### config.mk
export PLATFORM = sky130hd
export DESIGN_NAME = overcurrent_fault_qualifier
export DESIGN_NICKNAME = d
export VERILOG_FILES = /design/src/rtl/ovc_pkg.sv /design/src/rtl/overcurrent_fault_qualifier.sv
export SDC_FILE = /design/constraint.sdc
export NUM_CORES = 1
export LEC_CHECK = 0
export ABC_AREA = 1
export BUFFER_PORTS_ARGS = -buffer_cell sky130_fd_sc_hd__buf_2
export CAP_MARGIN = 40
export CORE_MARGIN = 5
export CORE_UTILIZATION = 50
export CTS_CLUSTER_SIZE = 40
export DETAILED_ROUTE_END_ITERATION = 12
export GPL_TIMING_DRIVEN = 0
export PLACE_DENSITY_LB_ADDON = 0.05
export SYNTH_ARGS = -nofsm -noshare
export SYNTH_HDL_FRONTEND = slang
export SYNTH_SLANG_ARGS = --single-unit
### constraint.sdc
create_clock -name clk -period 6 [get_ports clk]
set_input_delay 0.3 -clock clk [delete_from_list [all_inputs] [get_ports clk]]
set_output_delay 0.3 -clock clk [all_outputs]
set_load 0.02 [all_outputs]
### src/rtl/ovc_pkg.sv
// ovc_pkg: types and constants for the overcurrent fault qualifier
// no dependencies; used by overcurrent_fault_qualifier
`default_nettype none

package ovc_pkg;

    typedef enum logic [1:0] {
        CMD_SAMPLE    = 2'd0,
        CMD_TICK      = 2'd1,
        CMD_CLR_FAULT = 2'd2,
        CMD_CLR_COUNT = 2'd3
    } cmd_t;

    typedef enum logic [1:0] {
        REG_CURRENT_LIMIT = 2'd0,
        REG_NOISE_TIME    = 2'd1,
        REG_REPEAT_LIMIT  = 2'd2,
        REG_WINDOW_TIME   = 2'd3
    } reg_idx_t;

    localparam int unsigned ADDR_W = 4;
    localparam int unsigned DATA_W = 32;

    localparam logic [15:0] CURRENT_LIMIT_RST = 16'd65535;
    localparam logic [15:0] NOISE_TIME_RST    = 16'd100;
    localparam logic [7:0]  REPEAT_LIMIT_RST  = 8'd3;
    localparam logic [15:0] WINDOW_TIME_RST   = 16'd1000;

    localparam logic [7:0]  EVENTS_MAX = 8'd255;

endpackage

`default_nettype wire

### src/rtl/overcurrent_fault_qualifier.sv
// overcurrent_fault_qualifier: over-current debounce, event counter and fault latch
// top level; depends on ovc_pkg for command codes, register indexes and reset values
//
// usage:
//   input channel  in_valid/in_stall carries cmd, current_ma, motion_idle
//   output channel out_valid/out_stall carries fault, fault_raised, event_count
//   a transfer happens on a rising edge with valid high and stall low
//   every input transfer gives exactly one output transfer, in order
//   each item passes the input register, then the state update and the result
//   register in one pass
//   throughput: one item per cycle while the receiver does not stall; the state
//   update is compares, two 16-bit decrements and some flag logic, done in the
//   cycle an item leaves the input register
//   when the receiver stalls, the result register holds and the input
//   register takes one more item, then in_stall rises until the result moves
//   reset (rst_n low, asynchronous) empties both registers, clears all timers,
//   counts and the fault, and loads the register defaults
//   configuration: apb port, registers at byte addresses 0, 4, 8, 12; write
//   only while no item is in flight
`default_nettype none

module overcurrent_fault_qualifier (
    input  wire logic                       clk,
    input  wire logic                       rst_n,
    // apb configuration
    input  wire logic                       psel,
    input  wire logic                       penable,
    input  wire logic                       pwrite,
    input  wire logic [ovc_pkg::ADDR_W-1:0] paddr,
    input  wire logic [ovc_pkg::DATA_W-1:0] pwdata,
    output logic      [ovc_pkg::DATA_W-1:0] prdata,
    output logic                            pready,
    // input channel
    input  wire logic                       in_valid,
    output logic                            in_stall,
    input  wire logic [1:0]                 cmd,
    input  wire logic [15:0]                current_ma,
    input  wire logic                       motion_idle,
    // output channel
    output logic                            out_valid,
    input  wire logic                       out_stall,
    output logic                            fault,
    output logic                            fault_raised,
    output logic      [7:0]                 event_count
);

    // configuration registers
    logic [15:0] current_limit_reg;
    logic [15:0] noise_time_reg;
    logic [7:0]  repeat_limit_reg;
    logic [15:0] window_time_reg;

    // qualifier state
    logic        fault_flag_reg, fault_flag_next;
    logic [15:0] noise_rem_reg, noise_rem_next;
    logic        noise_armed_reg, noise_armed_next;
    logic        noise_exp_reg, noise_exp_next;
    logic [7:0]  events_reg, events_next;
    logic [15:0] window_rem_reg, window_rem_next;
    logic        window_exp_reg, window_exp_next;

    // input register
    logic          in_vld_reg;
    ovc_pkg::cmd_t cmd_reg;
    logic [15:0]   cur_reg;
    logic          idle_reg;

    // result register
    logic       out_vld_reg;
    logic       fault_out_reg;
    logic       raised_out_reg;
    logic [7:0] count_out_reg;

    logic cfg_wr;
    logic advance;
    logic in_take;
    logic [7:0] events_inc;

    assign pready  = 1'b1;
    assign cfg_wr  = psel && penable && pwrite && pready;
    assign advance = in_vld_reg && (!out_vld_reg || !out_stall);
    assign in_stall = in_vld_reg && !advance;
    assign in_take  = in_valid && !in_stall;

    // ---------------- configuration ----------------
    always_ff @(posedge clk or negedge rst_n)
    begin
        if (!rst_n)
        begin
            current_limit_reg <= ovc_pkg::CURRENT_LIMIT_RST;
            noise_time_reg    <= ovc_pkg::NOISE_TIME_RST;
            repeat_limit_reg  <= ovc_pkg::REPEAT_LIMIT_RST;
            window_time_reg   <= ovc_pkg::WINDOW_TIME_RST;
        end
        else if (cfg_wr)
        begin
            unique case (ovc_pkg::reg_idx_t'(paddr[3:2]))
                ovc_pkg::REG_CURRENT_LIMIT: current_limit_reg <= pwdata[15:0];
                ovc_pkg::REG_NOISE_TIME:    noise_time_reg    <= pwdata[15:0];
                ovc_pkg::REG_REPEAT_LIMIT:  repeat_limit_reg  <= pwdata[7:0];
                ovc_pkg::REG_WINDOW_TIME:   window_time_reg   <= pwdata[15:0];
                default: ;
            endcase
        end
    end

    always_comb
    begin
        unique case (ovc_pkg::reg_idx_t'(paddr[3:2]))
            ovc_pkg::REG_CURRENT_LIMIT: prdata = {16'd0, current_limit_reg};
            ovc_pkg::REG_NOISE_TIME:    prdata = {16'd0, noise_time_reg};
            ovc_pkg::REG_REPEAT_LIMIT:  prdata = {24'd0, repeat_limit_reg};
            ovc_pkg::REG_WINDOW_TIME:   prdata = {16'd0, window_time_reg};
            default:                    prdata = '0;
        endcase
    end

    // ---------------- input register ----------------
    always_ff @(posedge clk or negedge rst_n)
    begin
        if (!rst_n)
            in_vld_reg <= 1'b0;
        else if (in_take)
            in_vld_reg <= 1'b1;
        else if (advance)
            in_vld_reg <= 1'b0;
    end

    always_ff @(posedge clk)
    begin
        if (in_take)
        begin
            cmd_reg  <= ovc_pkg::cmd_t'(cmd);
            cur_reg  <= current_ma;
            idle_reg <= motion_idle;
        end
    end

    // ---------------- state update ----------------
    // saturating increment for the event count
    assign events_inc = (events_reg != ovc_pkg::EVENTS_MAX) ? events_reg + 8'd1 : events_reg;

    always_comb
    begin
        fault_flag_next  = fault_flag_reg;
        noise_rem_next   = noise_rem_reg;
        noise_armed_next = noise_armed_reg;
        noise_exp_next   = noise_exp_reg;
        events_next      = events_reg;
        window_rem_next  = window_rem_reg;
        window_exp_next  = window_exp_reg;

        case (cmd_reg)
            ovc_pkg::CMD_SAMPLE:
            begin
                if (idle_reg)
                begin
                    if (cur_reg >= current_limit_reg)
                    begin
                        if (!fault_flag_reg)
                        begin
                            if (!noise_armed_reg)
                            begin
                                // zero noise time arms already expired
                                noise_armed_next = 1'b1;
                                noise_rem_next   = noise_time_reg;
                                noise_exp_next   = (noise_time_reg == 16'd0);
                            end
                            else if (noise_exp_reg)
                            begin
                                noise_rem_next   = 16'd0;
                                noise_armed_next = 1'b0;
                                if (events_inc >= repeat_limit_reg)
                                begin
                                    fault_flag_next = 1'b1;
                                    events_next     = 8'd0;
                                    window_rem_next = 16'd0;
                                end
                                else
                                begin
                                    events_next     = events_inc;
                                    window_rem_next = window_time_reg;
                                    window_exp_next = (window_time_reg == 16'd0);
                                end
                            end
                        end
                    end
                    else
                    begin
                        noise_rem_next   = 16'd0;
                        noise_armed_next = 1'b0;
                    end
                    // window expiry clears the count; expired flag of noise stays
                    if (window_exp_next)
                    begin
                        noise_rem_next   = 16'd0;
                        noise_armed_next = 1'b0;
                        events_next      = 8'd0;
                        window_rem_next  = 16'd0;
                        window_exp_next  = 1'b0;
                    end
                end
            end
            ovc_pkg::CMD_TICK:
            begin
                if (noise_rem_reg != 16'd0)
                begin
                    noise_rem_next = noise_rem_reg - 16'd1;
                    noise_exp_next = (noise_rem_reg == 16'd1);
                end
                if (window_rem_reg != 16'd0)
                begin
                    window_rem_next = window_rem_reg - 16'd1;
                    window_exp_next = (window_rem_reg == 16'd1);
                end
            end
            ovc_pkg::CMD_CLR_FAULT:
            begin
                fault_flag_next = 1'b0;
            end
            default:
            begin
                noise_rem_next   = 16'd0;
                noise_armed_next = 1'b0;
                events_next      = 8'd0;
                window_rem_next  = 16'd0;
                window_exp_next  = 1'b0;
            end
        endcase
    end

    always_ff @(posedge clk or negedge rst_n)
    begin
        if (!rst_n)
        begin
            fault_flag_reg  <= 1'b0;
            noise_rem_reg   <= 16'd0;
            noise_armed_reg <= 1'b0;
            noise_exp_reg   <= 1'b0;
            events_reg      <= 8'd0;
            window_rem_reg  <= 16'd0;
            window_exp_reg  <= 1'b0;
        end
        else if (advance)
        begin
            fault_flag_reg  <= fault_flag_next;
            noise_rem_reg   <= noise_rem_next;
            noise_armed_reg <= noise_armed_next;
            noise_exp_reg   <= noise_exp_next;
            events_reg      <= events_next;
            window_rem_reg  <= window_rem_next;
            window_exp_reg  <= window_exp_next;
        end
    end

    // ---------------- result register ----------------
    always_ff @(posedge clk or negedge rst_n)
    begin
        if (!rst_n)
            out_vld_reg <= 1'b0;
        else if (advance)
            out_vld_reg <= 1'b1;
        else if (!out_stall)
            out_vld_reg <= 1'b0;
    end

    always_ff @(posedge clk)
    begin
        if (advance)
        begin
            fault_out_reg  <= fault_flag_next;
            raised_out_reg <= fault_flag_next && !fault_flag_reg;
            count_out_reg  <= events_next;
        end
    end

    assign out_valid    = out_vld_reg;
    assign fault        = fault_out_reg;
    assign fault_raised = raised_out_reg;
    assign event_count  = count_out_reg;

endmodule

`default_nettype wire

==> After elaboration in Yosys (flattened, before gate mapping) <==
Index checks and enable logic that the tools add are counted.
{ "op_classes": {"magnitude_cmp": 2, "n_bitwise": 2, "add_sub_neg": 3, "n_mux": 61, "n_eq_ne": 21, "n_reduce_logical": 30} }
{ "op_table": {"columns": ["op", "count"], "rows": [
  ["two-way mux 16 bit", 15],
  ["one-hot mux 32 bit (4 select lines)", 1],
  ["one-hot mux 16 bit (3 select lines)", 2],
  ["two-way mux 8 bit", 8],
  ["equality test 16 x 1 -> 1 bit, second input constant", 2],
  ["zero test 16 bit", 2],
  ["nonzero test 16 bit", 2],
  ["subtractor 16 x 1 -> 16 bit, second input constant", 2],
  ["two-way mux 1 bit", 30],
  [">= comparator 16 bit", 1],
  ["one-hot mux 8 bit (2 select lines)", 1],
  ["!= test 2 bit, second input constant", 6],
  ["!= test 3 bit, second input constant", 4],
  ["adder 8 x 1 -> 8 bit, second input constant", 1],
  [">= comparator 8 bit", 1],
  ["!= test 8 bit, second input constant", 1],
  ["AND reduction 2 bit", 4],
  ["AND reduction 4 bit", 2],
  ["AND reduction 8 bit", 1],
  ["AND reduction 7 bit", 1],
  ["equality test 2 bit, second input constant", 3],
  ["logical AND 1 bit", 6],
  ["one-hot mux 1 bit (2 select lines)", 3],
  ["AND reduction 6 bit", 1],
  ["11 further kinds", 19]
]} }
{ "totals": {"inputBits": 62, "register_bits": 131, "wordCells": 138, "out_inout_bits": 45} }

==> Logic depth before layout (Yosys ltp) <==
Gate-level depths: netlist (run 1).
{ "depth": {"word_depth": 13, "mapped_depth": 26, "mapped_depth_nobuf": 25} }

==> Least setup slack after synthesis (run 1) <==
OpenSTA, ideal clock, no wires.
{ "synth_path": {"path_type": "register -> register", "startpoint": "register events_reg[0]", "endpoint": "register window_rem_reg[6]", "n_path_buf": 1, "t_required_ns": 5.882, "stages_incl_launch_ff": 21, "period_less_slack_ns": 2.987, "slack_ns": 3.013, "arrival_ns": 2.869, "setup_time_ns": 0.118, "path_cell_list": "dfrtp_1 -> ha_1 -> nand2_1 -> nor2_1 -> nand2_1 -> nand4_1 -> xnor2_1 -> ha_1 -> a21oi_1 -> nor2_1 -> nor2_1 -> nand2_2 -> nor2_4 -> nand3_4 -> nand2_2 -> nand2_4 -> o21ai_4 -> inv_4 -> buf_6 -> nand2_1 -> o21ai_2"} }
{ "synth_between": {"elab_chain_cells": 13, "elab_cells_between_ends": 24, "classes_between": "1 x add/sub; 1 x order compare; 5 x eq/ne; 16 x mux; 1 x reduce/logical"} }
{ "synth_lines": {"columns": ["element", "line_no", "source"], "rows": [
  ["from (decl)", "overcurrent_fault_qualifier.sv:58", "logic [7:0] events_reg, events_next;"],
  ["from (signal assigned)", "overcurrent_fault_qualifier.sv:250", "events_reg <= events_next;"],
  ["adder 8 x 1 -> 8 bit or != test 8 bit (tied branches)", "overcurrent_fault_qualifier.sv:141", "assign events_inc = (events_reg != ovc_pkg::EVENTS_MAX) ? events_reg + 8'd1 : events_reg;"],
  ["two-way mux 8 bit (*)", "overcurrent_fault_qualifier.sv:141", null],
  [">= comparator 8 bit (*)", "overcurrent_fault_qualifier.sv:173", "if (events_inc >= repeat_limit_reg)"],
  ["two-way mux 1 bit", "overcurrent_fault_qualifier.sv:173", null],
  ["two-way mux 1 bit", "overcurrent_fault_qualifier.sv:169", "else if (noise_exp_reg)"],
  ["two-way mux 1 bit", "overcurrent_fault_qualifier.sv:162", "if (!noise_armed_reg)"],
  ["two-way mux 1 bit", "overcurrent_fault_qualifier.sv:160", "if (!fault_flag_reg)"],
  ["two-way mux 1 bit", "overcurrent_fault_qualifier.sv:158", "if (cur_reg >= current_limit_reg)"],
  ["two-way mux 1 bit", "overcurrent_fault_qualifier.sv:156", "if (idle_reg)"],
  ["two-way mux 1 bit", "overcurrent_fault_qualifier.sv:153", "case (cmd_reg)"],
  ["two-way mux 16 bit", "overcurrent_fault_qualifier.sv:194", "if (window_exp_next)"],
  ["two-way mux 16 bit", "overcurrent_fault_qualifier.sv:156", null],
  ["one-hot mux 16 bit (3 select lines)", "overcurrent_fault_qualifier.sv:153", null],
  ["to (signal assigned)", "overcurrent_fault_qualifier.sv:251", "window_rem_reg <= window_rem_next;"],
  ["to (decl)", "overcurrent_fault_qualifier.sv:59", "logic [15:0] window_rem_reg, window_rem_next;"]
]} }
Every way passes the cells marked *; elsewhere a longest branch is shown, timed or not. The select of a mux whose other input is x is not followed.
A chain may end at the register's enable or synchronous reset.

==> Final worst setup path (run 1) <==
{ "layout_path": {"startpoint": "register events_reg[1]", "endpoint": "register noise_rem_reg[14]"} }
{ "layout_between": {"elab_chain_cells": 13, "elab_cells_between_ends": 17, "classes_between": "1 x add/sub; 1 x order compare; 3 x eq/ne; 11 x mux; 1 x reduce/logical"} }
{ "layout_lines": {"columns": ["element", "line_no", "source"], "rows": [
  ["adder 8 x 1 -> 8 bit or != test 8 bit (tied branches)", "overcurrent_fault_qualifier.sv:141", null],
  ["two-way mux 8 bit (*)", "overcurrent_fault_qualifier.sv:141", null],
  [">= comparator 8 bit (*)", "overcurrent_fault_qualifier.sv:173", null],
  ["two-way mux 1 bit (*)", "overcurrent_fault_qualifier.sv:173", null],
  ["two-way mux 1 bit (*)", "overcurrent_fault_qualifier.sv:169", null],
  ["two-way mux 1 bit (*)", "overcurrent_fault_qualifier.sv:162", null],
  ["two-way mux 1 bit (*)", "overcurrent_fault_qualifier.sv:160", null],
  ["two-way mux 1 bit (*)", "overcurrent_fault_qualifier.sv:158", null],
  ["two-way mux 1 bit (*)", "overcurrent_fault_qualifier.sv:156", null],
  ["two-way mux 1 bit (*)", "overcurrent_fault_qualifier.sv:153", null],
  ["two-way mux 16 bit", "overcurrent_fault_qualifier.sv:194", null],
  ["two-way mux 16 bit", "overcurrent_fault_qualifier.sv:156", null],
  ["one-hot mux 16 bit (3 select lines)", "overcurrent_fault_qualifier.sv:153", null],
  ["to (signal assigned)", "overcurrent_fault_qualifier.sv:247", "noise_rem_reg <= noise_rem_next;"],
  ["to (decl)", "overcurrent_fault_qualifier.sv:55", "logic [15:0] noise_rem_reg, noise_rem_next;"]
]} }
Marked as above.

==> impl_metrics.ini, run 1 <==
[sta]
worst_pin_slew_ns = 0.8465
fin_hold_ws_ns = 0.03997
finalHoldViolations = 0
relSlewSlack_pct = 43.57
max_freq_mhz = 268.5
skew_ns = 0.009923
finalCriticalPeriod_ns = 3.725
setup_tns_ns = 0
setup_viol = 0
min_period_over_period_pct = 62.08
rsz0062_at_grt = no
drv_slew = 0

[yosys]
syn_area_mm2 = 0.007732
syn-instance-count = 1011
synth_compound_gate_area_share_pct = 13.66
yosys.area.top_type = dfrtp_1
synth-warning-count = 0
post_synth_and_or_nand_nor_area_fraction_pct = 25.42
yosys.area_share.adder_pct = 5.340
synth-edff-count = 29
async_reset_ff_share_pct = 77.86
combinational_family_with_the_most_area_after_synthesis = simple AND/OR/NAND/NOR gates
avgSynthCellArea_um2 = 7.648
postSynth.topFlopCell = dfrtp_1
xor_xnor_cell_area_share_of_the_yosys_netlist_pct = 0.7929
ys_seq_area_share_pct = 44.71
ys_seq_elements = 131
netlist_top_cells_area = dfrtp_1, nand2_1, edfxtp_1, dfstp_2, o21ai_0
synth.lib_cells_used.distinct = 42
synth_top_area_share_pct = 24.27
synth.area.mux_share_pct = 0

[pwr]
power.density_cell_area_mw_per_mm2 = 402.3
power.net_switching_w = 0.001459
clockPowerShare_pct = 28.6
vdd_ir_drop_max_v = 0.0002611
switching_share_pct = 40.14
total_leakage_power_nw = 4.528
power_report.internal_total_w = 0.002176
sequentialPowerShare_pct = 36.7
power.combinational.fraction_pct = 34.6

[detailed_routing]
antenna_left = 0
via_count = 6829
wire_per_inst_um = 15.19
amount_of_wire_on_met2_after_detailed_routing_um = 9154
drt-vias-per-instance = 5.173
topRoutingLayerUsed = met4
drt_wl_total_um = 20050
post-route-drc-count = 0
drt_iter0_markers = 499
drt-pass1-iter-count = 5
wl_met3_um = 1182
wirelength_met1_um = 9418

[cts]
clockRootBuffer = clkbuf_16
clk_pin_slew_worst_paths_ns = 0.07
clock_tree.buffer_depth = 2
source_to_sink_clock_delay_at_the_later_pin_of_the_worst_skew_pair_ns = 0.43
cts_resized = 0
numCtsBuffers = 17
number_of_buffers_inserted_to_repair_setup_after_cts = 0
cts_hold_buf = 1
cts_tree = built
cts.sink_count = 131
htree_levels = 4

[grt]
initial_antenna_violation_count = 0
grt_usage_pct = 23.32
grt_pass1_wl_um = 33310
grt_start_max_net_pins = 63
global_route.overflow_total = 0
grt_pass1_vias = 6593

[critical_path]
worstReg2RegStart = events_reg[1]
reg2reg_slack_ns = 2.28
timing.critical_path.cells = ha_1 -> nand2_1 -> nor2_1 -> nand2_1 -> inv_1 -> nor3_1 -> a21oi_1 -> ha_1 -> a21oi_1 -> nand2_1 -> nand2_1 -> nand2_2 -> nor2_4 -> nand2_1 -> nand2_2 -> nand2_2 -> buf_4 -> nand2_1 -> nor2_1 -> o21ai_0 -> nand2_1
worst_setup_path_start_kind = register
max_stage_delay_ns = 0.52
path_common_cell = nand2_1
cp.required_ns = 6.31
critical_path.max_fanout = 10
worst_r2r_endpoint = noise_rem_reg[14]
worst-r2r-cell-count = 21
critPathLaunch = events_reg[1]
worst_setup_path_endpoint = noise_rem_reg[14]
cp_data_arrival_time_ns = 4.04
setup.worst_path.end_class = register
slowest_library_cell_on_the_worst_path = dfrtp_1
worstSetupPathType = reg2reg

[floorplanning]
fp.dieW_um = 134.4
die_area_mm2 = 0.01805
floorplan.io_pins = 107
placement_rows = 45
core_mm2 = 0.01520
floorplan.initialDensity_pct = 50.86
die_h_um = 134.4

[place]
globalplace.congestion = 0.9131
buffer_ports.inserted = 71
detailed_place_hpwl_um = 15310

[run_status]
status = completed

[cells_and_area]
layout-area-overhead-vs-synth_pct = 16.84
multiInputGateArea_mm2 = 0.003560
seq_area_mm2 = 0.003457
fillerInstances = 1455
nNetsFinal = 1214
diodes = 0
drive_gt1_share_pct = 16.87

[job]
drv.max_cap_violation_count = 0

[hold_path]
worstHoldPathType = in2reg
## power groups by stage
stage	clock [W]	sequential [W]	combinational, W
floorplan	0	0.00129	0.000956
global placement	0	0.00134	0.00123
detailed placement	0	0.00134	0.00125
CTS	0.00106	0.00133	0.00126
global route	0.00110	0.00137	0.00146
finish	0.00104	0.00134	0.00126
## placed cells by master, fill, tap and decap left out, types with 4 or more instances in the layout
cell type / count
xnor2_1: 4
inv_8: 7
inv_2: 4
clkbuf_16: 17
o21ai_2: 11
dfstp_2: 27
dfrtp_1: 75
clkbuf_1: 20
nand2_1: 317
ha_1: 33
inv_1: 128
buf_2: 73
o221ai_1: 6
nand3_1: 43
nand2_2: 5
nor4_1: 7
buf_6: 4
buf_4: 19
nor2_1: 68
a21oi_1: 35
edfxtp_1: 29
o21ai_0: 114
nor3_1: 8
nand4_1: 13
conb_1: 17
o22ai_1: 9
## synthesized netlist by cell type (4+ instances only)
master and instances:
nand2_1 317, inv_1 128, o21ai_0 114, dfrtp_1 75, nor2_1 68, nand3_1 43, a21oi_1 35, ha_1 33
edfxtp_1 29, dfstp_2 27, clkbuf_1 20, buf_4 18, nand4_1 13, o21ai_2 11, o22ai_1 9, nor3_1 8
nor4_1 7, o221ai_1 6, nand2_2 5, buf_6 4, inv_2 4, xnor2_1 4
## logic make-up after synthesis
group	after synthesis
simple gates	473
compound gates	187
buf+inv	178
flops	131
fa+ha+maj	33
xor+xnor	7
other cells	2
## layout make-up
type / instances / area share, %
Buffer: 45 / 2.991
Clock buffer: 17 / 4.708
Clock inverter: 15 / 1.800
Inverter: 133 / 5.553
Multi-Input combinational cell: 717 / 39.40
Sequential cell: 131 / 38.26
Tap cell: 188 / 2.604
Timing Repair Buffer: 74 / 4.681
## metrics by stage
step	total power [W]	std cells	utilization (%)	instance area, µm²	setup slack [ns]
after global routing	0.003924	1320	59.43	9035	1.976
after detailed placement	0.002596	1287	55.50	8437	2.260
after floorplan	0.002247	1026	-	7789	3.013
after global placement	0.002568	1285	55.12	8379	2.301
final	0.003635	1320	59.43	9035	2.275
after CTS	0.003649	1320	59.43	9035	2.237
## critical path: cells and delay by family (launching register included)
kind,cells,cell delay (ns)
AO/OA/AOI/OAI,3,0.54
buffers and inverters,2,0.30
flip-flops,1,0.52
adder cells (fa/ha/maj),2,0.57
AND/OR/NAND/NOR,14,1.67
## metal layers
| layer | vias up | GRT usage [%] |
|---|---|---|
| met5 | - | 0 |
| met4 | 0 | 6.561 |
| met3 | 25 | 5.664 |
| met2 | 192 | 37.35 |
| met1 | 3144 | 31.71 |
| li1 | 3468 | - |
## worst min-delay path by stage
stage	start	endpoint	slack, ns	cells past startpoint
detailed placement	rst_n	window_rem_reg[11]	0.35	1
finish	current_ma[0]	cur_reg[0]	0.04	1
global route	current_ma[0]	cur_reg[0]	0.02	1
global placement	in_vld_reg	out_valid	0.45	2
floorplan	rst_n	events_reg[0]	0.004	0
CTS	current_ma[0]	cur_reg[0]	0.03	1
Note: power is estimated with default switching activity, not from simulation.
==> run 2, diff against run 1 <==
clock period = 3.7 ns   (was 6 ns; I/O delays follow)
==> run 2 against run 1 <==
  * Register-to-register slack got worse by 2.0 ns
  * Flip-flop and latch count did not move
  * Critical endpoint is now window_rem_reg[9]
  * Final cell count rose by 1.7%
  * Largest cell class unchanged
  * Worst setup slack got worse by 2.0 ns
  * Critical path type unchanged
  * Clock power rose by 63%
  * Critical path depth rose by 1
==> impl_metrics.ini, run 2 (synthesized netlist as in run 1, its figures left out) <==
[floorplanning]
fp.dieW_um = 134.4
die_area_mm2 = 0.01805
core_mm2 = 0.01520
placement_rows = 45
die_h_um = 134.4
floorplan.initialDensity_pct = 50.86
floorplan.io_pins = 107

[detailed_routing]
via_count = 6909
drt_iter0_markers = 489
drt_wl_total_um = 20350
post-route-drc-count = 0
antenna_left = 0
drt-vias-per-instance = 5.144
drt-pass1-iter-count = 6
wire_per_inst_um = 15.16

[grt]
initial_antenna_violation_count = 0
grt_pass1_wl_um = 33990
grt_pass1_vias = 6744
global_route.overflow_total = 0
grt_start_max_net_pins = 63
grt_usage_pct = 23.79

[place]
placed_cells = 1287
detailed_place.area_mm2 = 0.008437
detailed_place_hpwl_um = 15310
buffer_ports.inserted = 71
globalplace.congestion = 0.9131

[critical_path]
cp_data_arrival_time_ns = 3.78
critical_path.max_fanout = 10
worst_setup_path_start_kind = register
worst-r2r-cell-count = 22
worstSetupPathType = reg2reg
cp.required_ns = 4.06
setup.worst_path.end_class = register

[sta]
fin_hold_ws_ns = 0.03267
finalHoldViolations = 0
skew_ns = 0.01039
rsz0062_at_grt = no
drv_slew = 0
setup_viol = 0
relSlewSlack_pct = 43.57
min_period_over_period_pct = 92.37
max_freq_mhz = 292.6
finalCriticalPeriod_ns = 3.418
worst_pin_slew_ns = 0.8465

[cells_and_area]
diodes = 0
layout.cells.most_common_list = nand2_1, inv_1, o21ai_0
drive_gt1_share_pct = 17.40
commonest_non_fill_non_tap_cell_in_the_layout = nand2_1
finalInstanceArea_mm2 = 0.009299
layout-area-overhead-vs-synth_pct = 20.26
stdcell_count = 1343
multiInputGateArea_mm2 = 0.003596
fillerInstances = 1420
seq_area_mm2 = 0.003460
nNetsFinal = 1237

[cts]
clockRootBuffer = clkbuf_16
cts.sink_count = 131
cts_tree = built
htree_levels = 4
numCtsBuffers = 17
source_to_sink_clock_delay_at_the_later_pin_of_the_worst_skew_pair_ns = 0.43
clk_pin_slew_worst_paths_ns = 0.06
clock_tree.buffer_depth = 2

[pwr]
totalPowerFinal_w = 0.005929
vdd_ir_drop_max_v = 0.0004267
total_leakage_power_nw = 4.644
power.density_cell_area_mw_per_mm2 = 637.6

[hold_path]
min_delay_path_depth = 3
worstHoldPathType = in2reg

[run_status]
status = completed

[job]
drv.max_cap_violation_count = 0
[run 2: cell count changes in the layout (fill, tap and decap cells not counted), sizes merged]
cell	delta
buf	+2
dlygate4sd3	+21
[run 2: worst paths after layout]
path	startpoint	endpoint	slack, ns
setup / recovery	events_reg[1]	window_rem_reg[9]	0.28
hold / removal	pwdata[8]	window_time_reg[8]	0.03
setup reg to reg	events_reg[1]	window_rem_reg[9]	0.28
hold reg to reg	noise_rem_reg[14]	noise_rem_reg[14]	0.48
max in group asynchronous	rst_n	noise_time_reg[2]	2.62
min in group asynchronous	rst_n	window_rem_reg[15]	0.31
[run 2: per-stage QoR]
step / setup slack (ns) / setup TNS (ns) / util [%]
final: 0.2824 / 0 / 61.17
after global routing: 0.02969 / 0 / 61.17
after CTS: 0.02616 / 0 / 60.83
after detailed placement: -0.03974 / -0.03974 / 55.50
after global placement: 0.0007725 / 0 / 55.12
after floorplan: 0.7133 / 0 / -
[run 2: what timing repair did]
item / in CTS / in global routing
hold buffers: 22 / 0
pin swaps: 0 / 2
endpoints found under the setup margin: 3 / 48
resized for setup: 1 / 9
buffers inserted: 0 / 2
endpoints found under the hold margin: 55 / 0
[run 2: final cells by class]
type | count | area share (%)
multi-input cells | 717 | 38.67
well taps | 188 | 2.530
clock inverters | 15 | 1.749
repair buffers | 97 | 6.970
plain buffers | 45 | 2.906
flip-flops and latches | 131 | 37.20
inverters | 133 | 5.396
clock buffers | 17 | 4.575
[run 2: critical path, stage by stage, from the launching register on]
cell and delay [ns]:
dfrtp_2 0.46, ha_1 0.23, nand2_1 0.09, nor2_1 0.23, nand2_2 0.13, inv_1 0.11, nor3_1 0.06, a21oi_2 0.16
ha_1 0.27, a21oi_1 0.15, nand2_1 0.06, nand2_1 0.14, nand2_4 0.11, nor2_4 0.12, nand2_1 0.13, nand2_2 0.12
nand2_2 0.08, nand2_4 0.16, o21ai_4 0.11, inv_4 0.12, buf_6 0.18, nand2_1 0.07, nand2_1 0.06
[run 2: per-layer routing]
layer,GRT usage (%),part of all wire (%)
met1,31.88,46
met2,38.72,47
met3,5.776,5.9
met4,6.561,1.3
met5,0,0
[run 2: where the power goes]
| group | switching, W | leakage, nW | internal [W] |
|---|---|---|---|
| logic | 0.00133 | 2.80 | 0.000746 |
| registers | 0.000317 | 1.55 | 0.00185 |
| clock network | 0.000727 | 0.292 | 0.000961 |
| total | 0.00237 | 4.64 | 0.00356 |
